--- config.mk ---
export PLATFORM = sky130hd
export DESIGN_NAME = gete_expo
export DESIGN_NICKNAME = d
export VERILOG_FILES = /design/src/hw/rtl/gete_pkg.sv /design/src/hw/rtl/gete_expo.sv
export SDC_FILE = /design/constraint.sdc
export NUM_CORES = 2
export LEC_CHECK = 0
export CORE_UTILIZATION = 60
export CTS_CLUSTER_DIAMETER = 200
export DETAILED_ROUTE_END_ITERATION = 6
export DONT_BUFFER_PORTS = 1
export PLACE_DENSITY = 0.76
export SLEW_MARGIN = 10
export SYNTH_ARGS = -nofsm -noshare
export SYNTH_HDL_FRONTEND = slang
export SYNTH_SLANG_ARGS = --single-unit
--- constraint.sdc ---
create_clock -name clk -period 20.4 [get_ports clk]
set_clock_uncertainty 0.2 [all_clocks]
set_input_delay 2.04 -clock clk [delete_from_list [all_inputs] [get_ports clk]]
set_output_delay 2.04 -clock clk [all_outputs]
set_load 0.02 [all_outputs]
--- src/hw/rtl/gete_pkg.sv ---
// gete_pkg: widths, constants and shared types of the gaussian/exponential-tail evaluator
// no dependencies; used by every module of the block

package gete_pkg;

  // fixed point format of sample, registers and density
  localparam int FRAC_BITS = 16;

  localparam int IN_W      = 32;
  localparam int OUT_W     = 32;
  localparam int WIDTH_W   = 31;
  localparam int CFG_IDX_W = 2;

  // (|a - b| << FRAC_BITS) / width
  localparam int DIFF_W = IN_W + 1;
  localparam int DIV_W  = DIFF_W + FRAC_BITS;
  localparam int REM_W  = WIDTH_W;

  // exponent product: clamps once the product reaches 64.0 << (FRAC_BITS + 1)
  localparam int MUL_W    = 2 * FRAC_BITS + 7;
  localparam int MUL_LO_W = FRAC_BITS + 4;
  localparam int MUL_HI_W = MUL_W - MUL_LO_W;
  localparam int PROD_W   = 2 * MUL_W;
  localparam int T_W      = FRAC_BITS + 7;
  localparam logic [T_W-1:0] T_LIM = T_W'(1) << (FRAC_BITS + 6);

  // exp(t) = 2^k * exp(f * ln2)
  localparam int Q30     = 30;
  localparam int LOG2E_W = 31;
  localparam logic [LOG2E_W-1:0] LOG2E_Q30 = 31'd1549082005;
  localparam logic [Q30-1:0]     LN2_Q30   = 30'd744261118;
  localparam int UM_W = T_W + LOG2E_W - FRAC_BITS;
  localparam int UB_W = UM_W + 1;
  localparam int E_W  = UB_W - Q30;
  localparam logic [UB_W-1:0] BIAS_Q30 = UB_W'(128) << Q30;
  localparam int ACC_W = 32;
  localparam logic [ACC_W-1:0] ONE_Q30 = ACC_W'(1) << Q30;
  localparam int HORNER_TERMS = 10;
  localparam int RECIP_W = 33;
  // floor(2^32 / n) for the series divisors
  localparam logic [RECIP_W-1:0] RECIP [1:HORNER_TERMS] = '{
    33'd4294967296, 33'd2147483648, 33'd1431655765, 33'd1073741824, 33'd858993459,
    33'd715827882,  33'd613566756,  33'd536870912,  33'd477218588,  33'd429496729
  };

  // final scaling: shift = e - 128 + FRAC_BITS - 30
  localparam int S_W        = E_W + 1;
  localparam int SH_BIAS    = 128 + Q30 - FRAC_BITS;
  localparam int MAX_UP     = 2;
  localparam int ZERO_SHIFT = 40;
  localparam int RND_W      = ZERO_SHIFT;

  typedef struct packed {
    logic tail;
    logic neg_a;
    logic neg_b;
  } gete_tag_t;

endpackage

--- src/hw/rtl/gete_expo.sv ---
// gete_expo: forms the exponent magnitude from the two ratios, clamped at 64.0
// depends on gete_pkg; three register stages (select, partial products, sum)

module gete_expo (
  input  logic                        clk,
  input  logic                        rst_n,
  input  logic                        en,
  input  logic                        in_valid,
  input  gete_pkg::gete_tag_t         in_tag,
  input  logic [gete_pkg::DIV_W-1:0]  in_quo_a,
  input  logic [gete_pkg::DIV_W-1:0]  in_quo_b,
  output logic                        out_valid,
  output logic [gete_pkg::T_W-1:0]    out_t_mag,
  output logic                        out_t_pos,
  output logic                        out_tail
);
  import gete_pkg::*;

  // stage 1: signed ratios, q = r1 + 2d, operand select
  logic signed [DIV_W:0]   d_s;
  logic signed [DIV_W:0]   r1_s;
  logic signed [DIV_W+2:0] q_s;
  logic [DIV_W+2:0]        q_abs;
  logic [DIV_W-1:0]        a_w;
  logic [DIV_W+1:0]        b_w;
  logic                    r1_neg;
  logic                    q_neg;

  logic                    v1_r;
  logic [MUL_W-1:0]        a_r;
  logic [MUL_W-1:0]        b_r;
  logic                    big1_r;
  logic                    tpos1_r;
  logic                    tail1_r;

  always_comb begin
    d_s    = in_tag.neg_a ? -$signed({1'b0, in_quo_a}) : $signed({1'b0, in_quo_a});
    r1_s   = in_tag.neg_b ? -$signed({1'b0, in_quo_b}) : $signed({1'b0, in_quo_b});
    q_s    = (DIV_W+3)'(r1_s) + ((DIV_W+3)'(d_s) <<< 1);
    r1_neg = r1_s < 0;
    q_neg  = q_s[DIV_W+2];
    q_abs  = q_neg ? (DIV_W+3)'(-q_s) : (DIV_W+3)'(q_s);
    a_w    = in_tag.tail ? in_quo_b : in_quo_a;
    b_w    = in_tag.tail ? q_abs[DIV_W+1:0] : {2'b00, in_quo_a};
  end

  always_ff @(posedge clk) begin
    if (!rst_n) begin
      v1_r <= 1'b0;
    end else if (en) begin
      v1_r <= in_valid;
    end
  end

  always_ff @(posedge clk) begin
    if (en) begin
      a_r     <= a_w[MUL_W-1:0];
      b_r     <= b_w[MUL_W-1:0];
      // an operand beyond the clamp point with a nonzero partner saturates
      big1_r  <= ((|a_w[DIV_W-1:MUL_W]) || (|b_w[DIV_W+1:MUL_W])) && (|a_w) && (|b_w);
      tpos1_r <= in_tag.tail && (r1_neg != q_neg);
      tail1_r <= in_tag.tail;
    end
  end

  // stage 2: four partial products
  logic                           v2_r;
  logic [2*MUL_LO_W-1:0]          ll_r;
  logic [MUL_LO_W+MUL_HI_W-1:0]   lh_r;
  logic [MUL_LO_W+MUL_HI_W-1:0]   hl_r;
  logic [2*MUL_HI_W-1:0]          hh_r;
  logic                           big2_r;
  logic                           tpos2_r;
  logic                           tail2_r;

  always_ff @(posedge clk) begin
    if (!rst_n) begin
      v2_r <= 1'b0;
    end else if (en) begin
      v2_r <= v1_r;
    end
  end

  always_ff @(posedge clk) begin
    if (en) begin
      ll_r    <= (2*MUL_LO_W)'(a_r[MUL_LO_W-1:0]) * (2*MUL_LO_W)'(b_r[MUL_LO_W-1:0]);
      lh_r    <= (MUL_LO_W+MUL_HI_W)'(a_r[MUL_LO_W-1:0])
               * (MUL_LO_W+MUL_HI_W)'(b_r[MUL_W-1:MUL_LO_W]);
      hl_r    <= (MUL_LO_W+MUL_HI_W)'(a_r[MUL_W-1:MUL_LO_W])
               * (MUL_LO_W+MUL_HI_W)'(b_r[MUL_LO_W-1:0]);
      hh_r    <= (2*MUL_HI_W)'(a_r[MUL_W-1:MUL_LO_W]) * (2*MUL_HI_W)'(b_r[MUL_W-1:MUL_LO_W]);
      big2_r  <= big1_r;
      tpos2_r <= tpos1_r;
      tail2_r <= tail1_r;
    end
  end

  // stage 3: sum, shift by FRAC_BITS+1, clamp
  logic [PROD_W-1:0] p_w;
  logic [T_W-1:0]    t_w;
  logic              v3_r;
  logic [T_W-1:0]    t3_r;
  logic              tpos3_r;
  logic              tail3_r;

  always_comb begin
    p_w = PROD_W'(ll_r)
        + (PROD_W'(lh_r) << MUL_LO_W)
        + (PROD_W'(hl_r) << MUL_LO_W)
        + (PROD_W'(hh_r) << (2*MUL_LO_W));
    if (big2_r || (|p_w[PROD_W-1:MUL_W])) begin
      t_w = T_LIM;
    end else begin
      t_w = T_W'(p_w[MUL_W-1:FRAC_BITS+1]);
    end
  end

  always_ff @(posedge clk) begin
    if (!rst_n) begin
      v3_r <= 1'b0;
    end else if (en) begin
      v3_r <= v2_r;
    end
  end

  always_ff @(posedge clk) begin
    if (en) begin
      t3_r    <= t_w;
      tpos3_r <= tpos2_r;
      tail3_r <= tail2_r;
    end
  end

  assign out_valid = v3_r;
  assign out_t_mag = t3_r;
  assign out_t_pos = tpos3_r;
  assign out_tail  = tail3_r;

endmodule

==> impl_metrics.tcl <==
set metrics [dict create \
    wl_microns 187000 \
    drv_slew 0 \
    holdPathEnd "tail2_r" \
    die_x_microns 336 \
    cts_inserted_buffers 34 \
    fmax_ghz 0.100 \
    status "complete, no violations" \
    hp-class "reg2reg" \
    ctsResizeCount 0 \
    gp_congestion 0.955 \
    crit_path_start_kind "input port" \
    clk_pin_slew_ps 60 \
    nets 9176 \
    synth-seq-cells 250 \
    ys.flop_type "edfxtp_1" \
    rows 122 \
    start_util_pct 60.5 \
    firstDrtPassIters 6 \
    htree_levels 2 \
    dieArea_sq_um 113000 \
    synth_sequential_area_ratio_pct 11.1 \
    die_h_microns 336 \
    synth-xor-area-share_pct 3.90 \
    cts_sinks 250 \
    grt_usage_pct 34.3 \
    vias_per_cell 5.94 \
    overflow 0 \
    r2r-start "b_r[3]" \
    final.min_clock_period_ps 9950 \
    synth_mux_area_share_pct 0.834 \
    antenna_left 0 \
    clockBufferDepth 3 \
    insertion_delay_ps 620 \
    wl_per_cell_microns 21.4 \
    grt_pass1_wl_microns 299000 \
    synth_top_family_by_area "adder cells" \
    n_fill_cell 9235 \
    grt_pass1_vias 55400 \
    async_reset_ff_share_pct 0 \
    whs_path_depth 0 \
    via_count 51800 \
    r2r_slack_ps 10740 \
    drt_iter0_markers 3833 \
    period_share_pct 48.8 \
    drive_gt1_share_pct 3.25 \
    io_pins 131 \
    syn_inst 7475 \
    critPathKind "in2reg" \
    postCtsHoldBufs 0 \
    drc 0 \
    crit_slowest_cell "or4b_2" \
    slew-limit-headroom_pct 10.7 \
    cpPeakStageDelay_ps 590 \
    cap_violations 0 \
    synthAdderAreaFrac_pct 48.9 \
    syn_area_sq_um 67100 \
    yosys.area_share.simple_pct 17.7 \
    critPathCaptureType "flip-flop" \
    core-area_sq_um 111000 \
    fin_util_pct 62.5 \
    dpl.hpwl_microns 139000 \
    min_from "tail1_r" \
    grt_max_degree 251 \
    cts_tree "built" \
    syn_avg_cell_area_sq_um 8.97 \
    syn_nets 9449 \
    port_buffers 0 \
    area_growth_syn_to_layout_pct 3.24 \
    synth_compound_area_share_pct 7.38 \
    hold_viol 0 \
    worst_pin_slew_ps 1320 \
    antenna_found_initial 12 \
    reg2regPathDepth 29 \
    critPathMaxFanout 9 \
    tns_ps 0 \
    synth.distinct_cells 102 \
    rsz0062_at_grt "no" \
    arrival_ps 10050 \
    cts-root-buf "clkbuf_16" \
    cp.required_ps 20500 \
    setup_viol 0 \
    r2r-end "ll_r[39]" \
    synth_edf_count 247 \
    post_cts_buffers 0 \
    ys.warnings.count 0 \
]
## registers in the layout (all words and copies together), names as in the netlist, 23 cells and up
register	flops
a_r	39
b_r	38
hh_r	38
hl_r	39
lh_r	39
ll_r	23
out_t_mag	23
## synthesized netlist by cell type (all sizes together), types with 34 or more instances
master	n	area, sq um
nand4	34	213
o21a	38	285
fa	1258	25200
nor3	91	460
nor2b	36	225
xnor2	237	2080
and3	42	263
ha	611	7640
and2	521	3260
o31ai	48	365
o21ai	156	785
clkbuf	386	1450
edfxtp	247	7420
a21o	78	586
nand2b	38	245
a21oi	196	985
nand3	77	390
mux2	39	439
xor2	60	533
or3	40	260
nor2	230	863
inv	1399	5250
nand2	1216	4560
## layout by cell type, fill, tap and decap left out, types with 29 or more instances in the layout
cell type / Yosys / layout
o31ai_1: 47 / 46
a21o_1: 78 / 78
and4_1: 29 / 29
inv_1: 1397 / 1397
xnor2_1: 236 / 236
clkbuf_16: 0 / 35
o21ai_0: 154 / 153
nor4_1: 30 / 30
fa_1: 1258 / 1258
and3_1: 42 / 42
nand4_1: 34 / 34
edfxtp_1: 247 / 247
ha_1: 611 / 611
nor2b_1: 36 / 36
buf_4: 0 / 85
or3_1: 38 / 38
nand2b_1: 37 / 37
o21a_1: 38 / 38
xor2_1: 59 / 59
mux2_2: 39 / 39
nor2_1: 230 / 230
and2_1: 521 / 521
nand2_1: 1216 / 1216
a21oi_1: 195 / 194
nand3_1: 76 / 76
nor3_1: 90 / 90
## per-stage QoR
step	setup WS [ps]	std cells	cell area, sq um	hold slack [ps]
floorplan	10930	7475	67100	200
global placement	9850	8654	68100	207
detailed placement	9900	8654	68100	211
CTS	10450	8714	69200	222
global route	9960	8715	69200	235
finish	10450	8716	69200	223
## kinds of logic after synthesis
family / Yosys count
mux: 51
buf+inv: 1793
fa+ha+maj: 1869
xor+xnor: 297
flops: 250
compound gates: 749
simple gates: 2466
## worst max path at each step
stage / start / to / slack [ps] / cells past startpoint
6_report: in_quo_a[0] / big1_r / 10450 / 31
5_1_grt: in_quo_a[0] / big1_r / 9960 / 28
4_1_cts: in_quo_a[0] / big1_r / 10450 / 31
3_5_place_dp: in_quo_a[0] / big1_r / 9900 / 31
3_3_place_gp: in_quo_a[0] / big1_r / 9850 / 31
2_1_floorplan: in_quo_a[0] / big1_r / 10930 / 33
## area by class of cell
type	count	area, sq um	area share, %
inverter	1399	5250	7.58
multi-input combinational	5432	52900	76.4
sequential	250	7480	10.8
timing repair buffer	85	638	0.922
clock inverter	23	250	0.361
tap	1488	1860	2.69
clock buffer	37	883	1.28
antenna	2	5.00	0.00723
## per-layer routing
layer | track usage (%) | share of wire [%] | vias to the layer above | wire [microns]
met5 | 0 | 0.031 | - | 58
met4 | 14.2 | 4.5 | 8 | 8470
met3 | 8.07 | 11 | 540 | 20000
met2 | 55.6 | 46 | 2611 | 86300
met1 | 44.2 | 38 | 25800 | 71800
li1 | - | - | 22800 | -
## critical path, delay by kind of cell
family	cells	cell delay, ps
xor gates and xnor gates	1	140
adders and majority gates	1	360
buffers and inverters	2	130
AOI/OAI and AO/OA	7	1290
and+or+nand+nor	20	6080
Power is not shown: default switching activity piles up to over one toggle a cycle in this logic, so the estimate is an artifact.
